<file path="src/design/udpcs_pkg.sv">
// Types, constants and ones' complement helpers for the UDP checksum block.
package udpcs_pkg;

   localparam logic [15:0] PROTO_UDP      = 16'h0011;
   localparam logic [15:0] LEN_SAT        = 16'hFFFF;
   localparam logic [16:0] COUNT_CAP      = 17'h10000;
   localparam logic [5:0]  POS_MAX        = 6'd63;
   localparam logic [5:0]  V4_ADDR_FIRST  = 6'd12;
   localparam logic [5:0]  V4_ADDR_LAST   = 6'd19;
   localparam logic [5:0]  V6_ADDR_FIRST  = 6'd8;
   localparam logic [5:0]  V6_ADDR_LAST   = 6'd39;
   localparam logic [16:0] CKSUM_FIELD_HI = 17'd6;
   localparam logic [16:0] CKSUM_FIELD_LO = 17'd7;

   typedef struct packed {
      logic [7:0] data_byte;
      logic       section;
      logic       ip_version;
      logic       last;
   } req_item_type;

   typedef struct packed {
      logic [15:0] udp_checksum;
      logic [15:0] udp_length;
      logic        length_error;
   } rsp_item_type;

   // ones' complement add with end-around carry
   function automatic logic [15:0] oc_add(input logic [15:0] a, input logic [15:0] b);
      logic [16:0] s;
      s = {1'b0, a} + {1'b0, b};
      return s[15:0] + {15'b0, s[16]};
   endfunction

   // fold an 18-bit plain sum of up to four words into ones' complement form
   function automatic logic [15:0] oc_fold(input logic [17:0] s);
      logic [16:0] t;
      t = {1'b0, s[15:0]} + {15'b0, s[17:16]};
      return t[15:0] + {15'b0, t[16]};
   endfunction

endpackage

</file>
<file path="src/design/udpcs_in_reg.sv">
// Input register stage: holds one byte transaction and drives the request stall.
module udpcs_in_reg (
   input  logic                     clock,
   input  logic                     reset,
   input  logic                     req_valid,
   input  udpcs_pkg::req_item_type  req_item,
   output logic                     req_stall,
   input  logic                     advance,
   output logic                     item_valid,
   output udpcs_pkg::req_item_type  item
);

   logic                    valid_ff;
   logic                    valid_in;
   udpcs_pkg::req_item_type item_ff;
   logic                    take;

   assign req_stall  = valid_ff && !advance;
   assign take       = req_valid && !req_stall;
   assign item_valid = valid_ff;
   assign item       = item_ff;

   always_comb begin
      if (!valid_ff || advance) begin
         valid_in = req_valid;
      end else begin
         valid_in = valid_ff;
      end
   end

   always_ff @(posedge clock) begin
      if (reset) begin
         valid_ff <= 1'b0;
      end else begin
         valid_ff <= valid_in;
      end
   end

   always_ff @(posedge clock) begin
      if (take) begin
         item_ff <= req_item;
      end
   end

endmodule

</file>
<file path="src/design/udpcs_core.sv">
// Checksum state update and result register.
module udpcs_core (
   input  logic                     clock,
   input  logic                     reset,
   input  logic                     item_valid,
   input  udpcs_pkg::req_item_type  item,
   input  logic                     advance,
   output logic                     item_ready,
   output logic                     rsp_valid,
   output udpcs_pkg::rsp_item_type  rsp_item
);

   logic [15:0] sum_ff,     sum_in;
   logic [5:0]  pos_ff,     pos_in;
   logic [16:0] count_ff,   count_in;
   logic [7:0]  pending_ff, pending_in;
   logic        odd_ff,     odd_in;
   logic        rsp_valid_ff, rsp_valid_in;
   udpcs_pkg::rsp_item_type rsp_ff, rsp_in;

   logic        step;
   logic        is_addr;
   logic [15:0] ip_word;
   logic [7:0]  udp_byte;
   logic [16:0] count_next;
   logic [15:0] last_word;
   logic        len_err;
   logic [15:0] len;
   logic [17:0] total;
   logic [15:0] folded;
   logic [15:0] cksum;
   logic        emit;

   // only the closing UDP byte needs the result register; other bytes go on
   assign item_ready = advance || !(item.section && item.last);
   assign step = item_valid && item_ready;
   assign emit = step && item.section && item.last;

   always_comb begin
      if (item.ip_version) begin
         is_addr = (pos_ff >= udpcs_pkg::V6_ADDR_FIRST) && (pos_ff <= udpcs_pkg::V6_ADDR_LAST);
      end else begin
         is_addr = (pos_ff >= udpcs_pkg::V4_ADDR_FIRST) && (pos_ff <= udpcs_pkg::V4_ADDR_LAST);
      end
      ip_word = pos_ff[0] ? {8'h00, item.data_byte} : {item.data_byte, 8'h00};

      // checksum field itself counts as zero
      if (count_ff == udpcs_pkg::CKSUM_FIELD_HI || count_ff == udpcs_pkg::CKSUM_FIELD_LO) begin
         udp_byte = 8'h00;
      end else begin
         udp_byte = item.data_byte;
      end
      count_next = (count_ff == udpcs_pkg::COUNT_CAP) ? count_ff : count_ff + 17'd1;

      // pair word, or the trailing odd byte padded with a zero low byte
      last_word = odd_ff ? {pending_ff, udp_byte} : {udp_byte, 8'h00};
      len_err   = count_next[16];
      len       = len_err ? udpcs_pkg::LEN_SAT : count_next[15:0];
      total     = {2'b00, sum_ff} + {2'b00, last_word} + {2'b00, udpcs_pkg::PROTO_UDP}
                  + {2'b00, len};
      folded    = udpcs_pkg::oc_fold(total);
      cksum     = ~folded;
      if (cksum == 16'h0000) begin
         cksum = 16'hFFFF;
      end
   end

   always_comb begin
      sum_in     = sum_ff;
      pos_in     = pos_ff;
      count_in   = count_ff;
      pending_in = pending_ff;
      odd_in     = odd_ff;
      if (step) begin
         if (!item.section) begin
            if (is_addr) begin
               sum_in = udpcs_pkg::oc_add(sum_ff, ip_word);
            end
            if (pos_ff != udpcs_pkg::POS_MAX) begin
               pos_in = pos_ff + 6'd1;
            end
         end else if (item.last) begin
            sum_in     = 16'h0000;
            pos_in     = 6'd0;
            count_in   = 17'd0;
            pending_in = 8'h00;
            odd_in     = 1'b0;
         end else begin
            count_in = count_next;
            if (odd_ff) begin
               sum_in     = udpcs_pkg::oc_add(sum_ff, {pending_ff, udp_byte});
               pending_in = 8'h00;
               odd_in     = 1'b0;
            end else begin
               pending_in = udp_byte;
               odd_in     = 1'b1;
            end
         end
      end
   end

   always_comb begin
      rsp_valid_in = rsp_valid_ff;
      if (advance) begin
         rsp_valid_in = emit;
      end
      rsp_in.udp_checksum = cksum;
      rsp_in.udp_length   = len;
      rsp_in.length_error = len_err;
   end

   always_ff @(posedge clock) begin
      if (reset) begin
         sum_ff       <= 16'h0000;
         pos_ff       <= 6'd0;
         count_ff     <= 17'd0;
         pending_ff   <= 8'h00;
         odd_ff       <= 1'b0;
         rsp_valid_ff <= 1'b0;
      end else begin
         sum_ff       <= sum_in;
         pos_ff       <= pos_in;
         count_ff     <= count_in;
         pending_ff   <= pending_in;
         odd_ff       <= odd_in;
         rsp_valid_ff <= rsp_valid_in;
      end
   end

   always_ff @(posedge clock) begin
      if (emit) begin
         rsp_ff <= rsp_in;
      end
   end

   assign rsp_valid = rsp_valid_ff;
   assign rsp_item  = rsp_ff;

endmodule

</file>
<file path="src/design/udp_checksum_pseudo_header.sv">
// Top level of the streaming UDP checksum engine with IPv4/IPv6 pseudo-header.
//
// Input channel (req_*): one byte per transaction. The IP header comes first
// (req_section = 0, 20 bytes for IPv4 or 40 for IPv6 per req_ip_version),
// then the UDP header and payload (req_section = 1). req_last on a UDP byte
// closes the packet; on an IP header byte it is ignored.
// Result channel (rsp_*): one transaction per packet with the checksum
// (high byte goes to UDP byte 6, zero sent as 0xFFFF), the counted UDP
// length (saturating at 65535) and length_error for oversized segments.
// The closing UDP byte passes the input register, where a held result can
// stall it, then loads the result register and raises rsp_valid.
// Throughput: one byte per cycle unless a held result stalls a closing byte;
// each byte passes an input register, then at most one ones' complement add
// into the running sum, or on the last byte a four-word sum and fold.
// A held result only blocks a closing UDP byte: other bytes keep flowing
// into the running sum; the next closing byte waits in the input register
// with req_stall high until rsp_stall drops.
// Synchronous reset clears the sum, counters and both valid flags.
module udp_checksum_pseudo_header (
   input  logic        clock,
   input  logic        reset,
   input  logic        req_valid,
   output logic        req_stall,
   input  logic [7:0]  req_data_byte,
   input  logic        req_section,
   input  logic        req_ip_version,
   input  logic        req_last,
   output logic        rsp_valid,
   input  logic        rsp_stall,
   output logic [15:0] rsp_udp_checksum,
   output logic [15:0] rsp_udp_length,
   output logic        rsp_length_error
);

   udpcs_pkg::req_item_type req_item;
   udpcs_pkg::req_item_type item;
   udpcs_pkg::rsp_item_type rsp_item;
   logic                    item_valid;
   logic                    item_ready;
   logic                    advance;

   assign req_item.data_byte  = req_data_byte;
   assign req_item.section    = req_section;
   assign req_item.ip_version = req_ip_version;
   assign req_item.last       = req_last;

   // pipeline moves whenever the result register is free or being taken
   assign advance = !rsp_valid || !rsp_stall;

   udpcs_in_reg u_in_reg (
      .clock      (clock),
      .reset      (reset),
      .req_valid  (req_valid),
      .req_item   (req_item),
      .req_stall  (req_stall),
      .advance    (item_ready),
      .item_valid (item_valid),
      .item       (item)
   );

   udpcs_core u_core (
      .clock      (clock),
      .reset      (reset),
      .item_valid (item_valid),
      .item       (item),
      .advance    (advance),
      .item_ready (item_ready),
      .rsp_valid  (rsp_valid),
      .rsp_item   (rsp_item)
   );

   assign rsp_udp_checksum = rsp_item.udp_checksum;
   assign rsp_udp_length   = rsp_item.udp_length;
   assign rsp_length_error = rsp_item.length_error;

endmodule

</file>
<file path="config.mk">
export PLATFORM = sky130hd
export DESIGN_NAME = udp_checksum_pseudo_header
export DESIGN_NICKNAME = d
export VERILOG_FILES = /design/src/design/udpcs_pkg.sv /design/src/design/udpcs_in_reg.sv /design/src/design/udpcs_core.sv /design/src/design/udp_checksum_pseudo_header.sv
export SDC_FILE = /design/constraint.sdc
export NUM_CORES = 1
export LEC_CHECK = 0
export BUFFER_PORTS_ARGS = -buffer_cell sky130_fd_sc_hd__buf_4
export CORE_MARGIN = 1
export CORE_UTILIZATION = 52
export CTS_CLUSTER_DIAMETER = 100
export CTS_CLUSTER_SIZE = 16
export DETAILED_ROUTE_END_ITERATION = 16
export GPL_ROUTABILITY_DRIVEN = 0
export GPL_TIMING_DRIVEN = 0
export PLACE_DENSITY = 0.79
export SKIP_LAST_GASP = 1
export SYNTH_ARGS = -nofsm -noshare
export SYNTH_HDL_FRONTEND = slang
export SYNTH_SLANG_ARGS = --single-unit
</file>
<file path="constraint.sdc">
create_clock -name clock -period 12 [get_ports clock]
set_input_delay 2.4 -clock clock [delete_from_list [all_inputs] [get_ports clock]]
set_output_delay 2.4 -clock clock [all_outputs]
set_load 0.02 [all_outputs]
</file>
# [Word-level counts from Yosys, hierarchy flattened]
# Index checks and enable logic that the tools add are counted.
[word_totals] input_bits=15 regBits=94
[op_classes] n_reduce_logical=24 n_eq_ne=6 n_lt_le_gt_ge=4 n_addsub=11 mux=18 bitwise=1
[ops] operator="16-bit two-way mux" count=7
[ops] operator="16-bit by 16-bit adder with 17-bit output" count=3
[ops] operator="16-bit by 1-bit adder with 16-bit output" count=3
[ops] operator="17-bit by 3-bit equality test with 1-bit output (second input constant)" count=2
[ops] operator="17-bit two-way mux" count=2
[ops] operator="8-bit two-way mux" count=3
[ops] operator="18-bit by 16-bit adder with 18-bit output" count=1
[ops] operator="18-bit by 5-bit adder with 18-bit output (second input constant)" count=1
[ops] operator="6-bit two-way mux" count=3
[ops] operator="16-bit by 2-bit adder with 17-bit output" count=1
[ops] operator="17-bit by 1-bit adder with 17-bit output (second input constant)" count=1
[ops] operator="17-bit equality test (second input constant)" count=1
[ops] operator="16-bit logical NOT" count=1
[ops] operator="16-bit inverter" count=1
[ops] operator="6-bit by 4-bit >= comparator with 1-bit output (second input constant)" count=2
[ops] operator="1-bit logical AND" count=8
[ops] operator="6-bit by 1-bit adder with 6-bit output (second input constant)" count=1
[ops] operator="6-bit by 5-bit <= comparator with 1-bit output (second input constant)" count=1
[ops] operator="6-bit <= comparator (second input constant)" count=1
[ops] operator="1-bit logical NOT" count=6
[ops] operator="6-bit != test (second input constant)" count=1
[ops] operator="3-bit AND reduction" count=2
[ops] operator="1-bit logical OR" count=4
[ops] operator="2-bit nonzero test" count=2
[ops] operator="other kinds (4)" count=6

# [Depth between registers and ports, before layout]
[depth] word_depth=11 ltp_mapped=44 mapped_depth_nobuf=43

# [Hierarchy]
# Synthesis repeated with hierarchy kept, for this count alone.
[unflattened] hier_cells=1043 hier_area_um2=8805.9
[by_module_without_submodules] module="udpcs_core" area_each_um2=8421.8 n_inst=1 cells_per_inst=1027
[by_module_without_submodules] module="udpcs_in_reg" area_each_um2=380.4 n_inst=1 cells_per_inst=15
[by_module_without_submodules] module="udp_checksum_pseudo_header" area_each_um2=3.8 n_inst=1 cells_per_inst=1

# [Worst setup path after synthesis]
# No wires, ideal clock.
[synth_timing] path_type="register to register" startpoint="register u_core.count_ff[11]" endpoint="register u_core.rsp_ff (netlist bit u_core.rsp_item[22]), data pin" setup_time_ps=142 t_required_ps=11858 synth_period_minus_slack_ps=8726 stages_incl_launch_ff=42 path_slack_ps=3274 t_arrival_ps=8584 path_buffers=2 cell_sequence="dfxtp_1 -> clkbuf_1 -> nor4_1 -> nand4_1 -> or4b_2 -> and2_1 -> nand2_1 -> inv_1 -> ha_1 -> a21o_1 -> a21oi_1 -> o21ai_0 -> a21o_1 -> a21oi_1 -> o21ai_0 -> o41a_1 -> a21o_1 -> a21oi_1 -> [6 not listed] -> o21a_1 -> nor2_1 -> xnor2_1 -> ha_1 -> fa_1 -> nand3_1 -> nor3_1 -> nand3_4 -> nor2_1 -> ha_1 -> and3_1 -> nor3b_1 -> nand4_1 -> o31a_1 -> o31ai_1 -> nand4_1 -> clkbuf_4 -> o21ai_2"
[synth_via] elab_chain_cells=11 word_cells_on_any_way=16
[synth_rtl] element="start, declared" line_no="udpcs_core.sv:15" rtl="logic [16:0] count_ff, count_in;"
[synth_rtl] element="start signal, assigned" line_no="udpcs_core.sv:123" rtl="count_ff <= count_in;"
[synth_rtl] element="17-bit by 3-bit equality test with 1-bit output" line_no="udpcs_core.sv:48" rtl="if (count_ff == udpcs_pkg::CKSUM_FIELD_HI || count_ff == udpcs_pkg::CKSUM_FIELD_LO) begin"
[synth_rtl] element="1-bit logical OR" line_no="udpcs_core.sv:48"
[synth_rtl] element="8-bit two-way mux" line_no="udpcs_core.sv:48"
[synth_rtl] element="16-bit two-way mux" line_no="udpcs_core.sv:56" rtl="last_word = odd_ff ? {pending_ff, udp_byte} : {udp_byte, 8'h00};"
[synth_rtl] element="16-bit by 16-bit adder with 17-bit output" line_no="udpcs_core.sv:59" rtl="total = {2'b00, sum_ff} + {2'b00, last_word} + {2'b00, udpcs_pkg::PROTO_UDP}"
[synth_rtl] element="18-bit by 5-bit adder with 18-bit output" line_no="udpcs_core.sv:59"
[synth_rtl] element="18-bit by 16-bit adder with 18-bit output *" line_no="udpcs_core.sv:60" rtl="+ {2'b00, len};"
[synth_rtl] element="16-bit by 2-bit adder with 17-bit output *" line_no="udpcs_pkg.sv:38" rtl="t = {1'b0, s[15:0]} + {15'b0, s[17:16]};"
[synth_rtl] element="16-bit by 1-bit adder with 16-bit output *" line_no="udpcs_pkg.sv:39" rtl="return t[15:0] + {15'b0, t[16]};"
[synth_rtl] element="16-bit inverter *" line_no="udpcs_core.sv:62" rtl="cksum = ~folded;"
[synth_rtl] element="16-bit logical NOT" line_no="udpcs_core.sv:63" rtl="if (cksum == 16'h0000) begin"
[synth_rtl] element="end signal, assigned" line_no="udpcs_core.sv:132" rtl="rsp_ff <= rsp_in;"
[synth_rtl] element="end, declared" line_no="udpcs_core.sv:19" rtl="udpcs_pkg::rsp_item_type rsp_ff, rsp_in;"
# Every way passes the cells marked *; elsewhere a longest branch is shown, timed or not.
# A chain may end at the register's enable or synchronous reset.

# [Worst setup path in the final report]
[layout_timing] startpoint="register u_core.count_ff[11]" endpoint="register u_core.rsp_ff (netlist bit u_core.rsp_item[31]), data pin"
# The elaborated chain is that of the path after synthesis.

==> results.json <==
{
  "max_freq_mhz": 94.5,
  "die-area_sq_um": 18300,
  "async_flop_share_pct": 0,
  "yosysSeqAreaShare_pct": 25.1,
  "routedWlPerCell_um": 16.7,
  "clkTransAtPathRegs_ns": 0.07,
  "die_h_um": 135,
  "fin_crit_sh_pct": 88.2,
  "setup_tns_ns": 0,
  "grt_overflow": 0,
  "first_global_vias": 7865,
  "ant_nets": 0,
  "cts_resized": 0,
  "tritoncts": "built",
  "timing.rr.end": "u_core.rsp_item[31]",
  "reg2reg_from": "u_core.count_ff[11]",
  "final_hold_viol_count": 0,
  "rsz0062_at_grt": "false",
  "drt_pass1_iterations": 5,
  "status": "completed",
  "synthDistinctLibCells": 89,
  "area_growth_pct": 10.3,
  "io_pins": 50,
  "core_sq_um": 17400,
  "post_cts_buffers": 0,
  "skew_ns": 0.0119,
  "p_comb_share_pct": 24.8,
  "r2r_cells": 41,
  "fillers": 1538,
  "critPathMaxStageDelay_ns": 0.78,
  "start_kind": "register",
  "antenna_found_initial": 1,
  "syn-cell-area_sq_um": 9240,
  "leakage_nw": 4.30,
  "port_buffers": 49,
  "grt_pass1_wl_mm": 37.8,
  "clk_path_buf_depth": 2,
  "final_nets": 1283,
  "r2r_slack_ns": 1.41,
  "crit_slowest_cell": "or4b_2",
  "synthCells": 1110,
  "numCtsBuffers": 9,
  "drv_cap": 0,
  "die_x_um": 135,
  "yosysWarnings": 0,
  "dpl.hpwl_mm": 18.2,
  "via_per_inst": 6.10,
  "swShare_pct": 31.4,
  "synth-edff-count": 44,
  "initial_core_util_pct": 53.3,
  "crit_required_ns": 12.22,
  "synth_top_area_share_pct": 14.3,
  "track_usage_pct": 25.9,
  "synthFlopType": "dfxtp_1",
  "syn_nets": 1223,
  "cts_max_level": 3,
  "timing_worst_setup_path_type": "register to register",
  "setup_viol": 0,
  "path_max_fanout": 10,
  "finalCriticalPeriod_ns": 10.59,
  "worst_slew_pin_slew_ns": 0.974,
  "synth.area.top_cells": "edfxtp_1, ha_1, dfxtp_1",
  "num_vias": 8540,
  "rows": 48,
  "arrival_ns": 10.81,
  "drc": 0,
  "min_from": "u_core.rsp_valid",
  "cts_hold_buf": 0,
  "place_area_sq_um": 9890,
  "wirelength_mm": 23.3,
  "drive_above_1_share_pct": 10.6,
  "seqPwrFrac_pct": 41.0,
  "synth_seq_cells": 94,
  "power.density_nw_per_um2": 84.9,
  "insertion_delay_ns": 0.36,
  "first_iter_violations": 552,
  "ir_drop_uv": 71.2,
  "intPower_mw": 0.593,
  "slew_violations": 0,
  "avgSynthCellArea_sq_um": 8.33,
  "relSlewSlack_pct": 35.0,
  "fin_area_sq_um": 10200,
  "numClockSinks": 94,
  "clkPwrFrac_pct": 34.2,
  "clock-root-buffer": "clkbuf_16",
  "hold_path_class": "register to register",
  "grt_max_degree": 36,
  "power_mw": 0.865,
  "crit_top_cell": "ha_1",
  "n_antenna_cell": 0,
  "synth_top_area_cell": "edfxtp_1",
  "whs_path_depth": 2,
  "power.switching_mw": 0.272,
  "whs_endpoint": "u_core.rsp_valid",
  "end_kind": "register"
}
critical path, delay by kind of cell (launching register included):
kind                     cells  cell delay, ns
AO/OA/AOI/OAI               12            2.66
XOR/XNOR                     2            0.40
adder cells (fa/ha/maj)      7            1.83
buffers and inverters        4            0.81
flip-flops                   1            0.30
AND/OR/NAND/NOR             16            4.43
worst max-delay path by stage:
stage	slack [ns]	endpoint	depth (start not counted)	startpoint
after floorplan	3.27	u_core.rsp_item[22]	41	u_core.count_ff[11]
after global placement	1.78	u_core.rsp_item[25]	41	u_core.count_ff[11]
after detailed placement	1.68	u_core.rsp_item[28]	41	u_core.count_ff[11]
after CTS	1.53	u_core.rsp_item[28]	41	u_core.count_ff[11]
after global routing	0.56	u_core.rsp_item[25]	43	u_core.count_ff[11]
final	1.41	u_core.rsp_item[31]	41	u_core.count_ff[11]
logic make-up after synthesis:
kind of cell | share of synthesized area [%]
fa+ha+maj | 13.7
compound gates | 23.0
flops | 25.1
mux | 1.62
xor+xnor | 9.19
buf+inv | 3.68
simple gates | 23.7
layout by cell type, fill, tap and decap left out, drive strengths merged, types with 8 or more instances in the layout:
cell,n
xor2,42
a211o,13
nand4,18
nor4,9
a22oi,17
o21a,16
or3,13
a211oi,18
and2,27
a21oi,63
ha,93
nand2b,12
and3,29
a21o,20
nor2,112
dfxtp,50
buf,55
o211ai,11
o21ai,76
nor2b,25
or2,8
nand2,77
a31oi,9
clkbuf,52
nand3,29
edfxtp,44
mux2,8
inv,41
xnor2,49
nor3,34
synthesized netlist by cell type (7+ instances only):
master / count
nor2_1: 112
ha_1: 93
nand2_1: 77
o21ai_0: 65
a21oi_1: 61
dfxtp_1: 50
xnor2_1: 48
edfxtp_1: 44
xor2_1: 42
inv_1: 39
clkbuf_1: 38
nor3_1: 34
and3_1: 28
nand3_1: 28
and2_1: 25
nor2b_1: 25
a21o_1: 20
nand4_1: 18
a22oi_1: 17
a211oi_1: 16
o21a_1: 16
or3_1: 13
nand2b_1: 12
o211ai_1: 11
a211o_1: 10
o21ai_2: 10
a31oi_1: 9
nor4_1: 9
mux2_2: 8
or2_2: 7
metrics by stage:
step                setup slack, ns  cells  utilization, %  hold slack, ns
floorplan                      3.27   1110               -           0.482
global placement               1.78   1384            57.0           0.500
detailed placement             1.68   1384            57.0           0.514
CTS                            1.53   1400            58.7           0.530
global route                  0.555   1400            58.7           0.559
finish                         1.41   1400            58.7           0.532
layout make-up:
class / count / area, sq um / share of cell area (%)
plain buffers: 45 / 194 / 1.90
clock buffers: 13 / 272 / 2.66
inverters: 39 / 146 / 1.44
multi-input cells: 932 / 6580 / 64.6
well taps: 225 / 282 / 2.76
flip-flops and latches: 94 / 2320 / 22.8
clock inverters: 3 / 26.3 / 0.258
repair buffers: 49 / 368 / 3.61
layer usage:
| metal | GRT usage (%) | wire length (um) | vias to the layer above |
|---|---|---|---|
| li1 | - | - | 4236 |
| met1 | 31.8 | 10100 | 3971 |
| met2 | 44.2 | 11200 | 266 |
| met3 | 4.41 | 1180 | 67 |
| met4 | 12.0 | 835 | 0 |
| met5 | 0 | 0 | - |
power groups by stage:
stage	registers [mW]	clock network, mW	logic [mW]
after floorplan	0.360	0	0.162
after global placement	0.361	0	0.205
after detailed placement	0.361	0	0.210
after CTS	0.354	0.299	0.212
after global routing	0.355	0.309	0.236
final	0.355	0.296	0.214
sequential cells by signal, summed over array words and instances, names as in the netlist:
signal	cells
u_core.pending_ff	8
u_core.rsp_item	33
u_in_reg.item_valid	1
u_core.rsp_valid	1
u_core.odd_ff	1
u_in_reg.item	11
u_core.sum_ff	16
u_core.pos_ff	6
u_core.count_ff	17
Power figures use the tool's default switching activity.
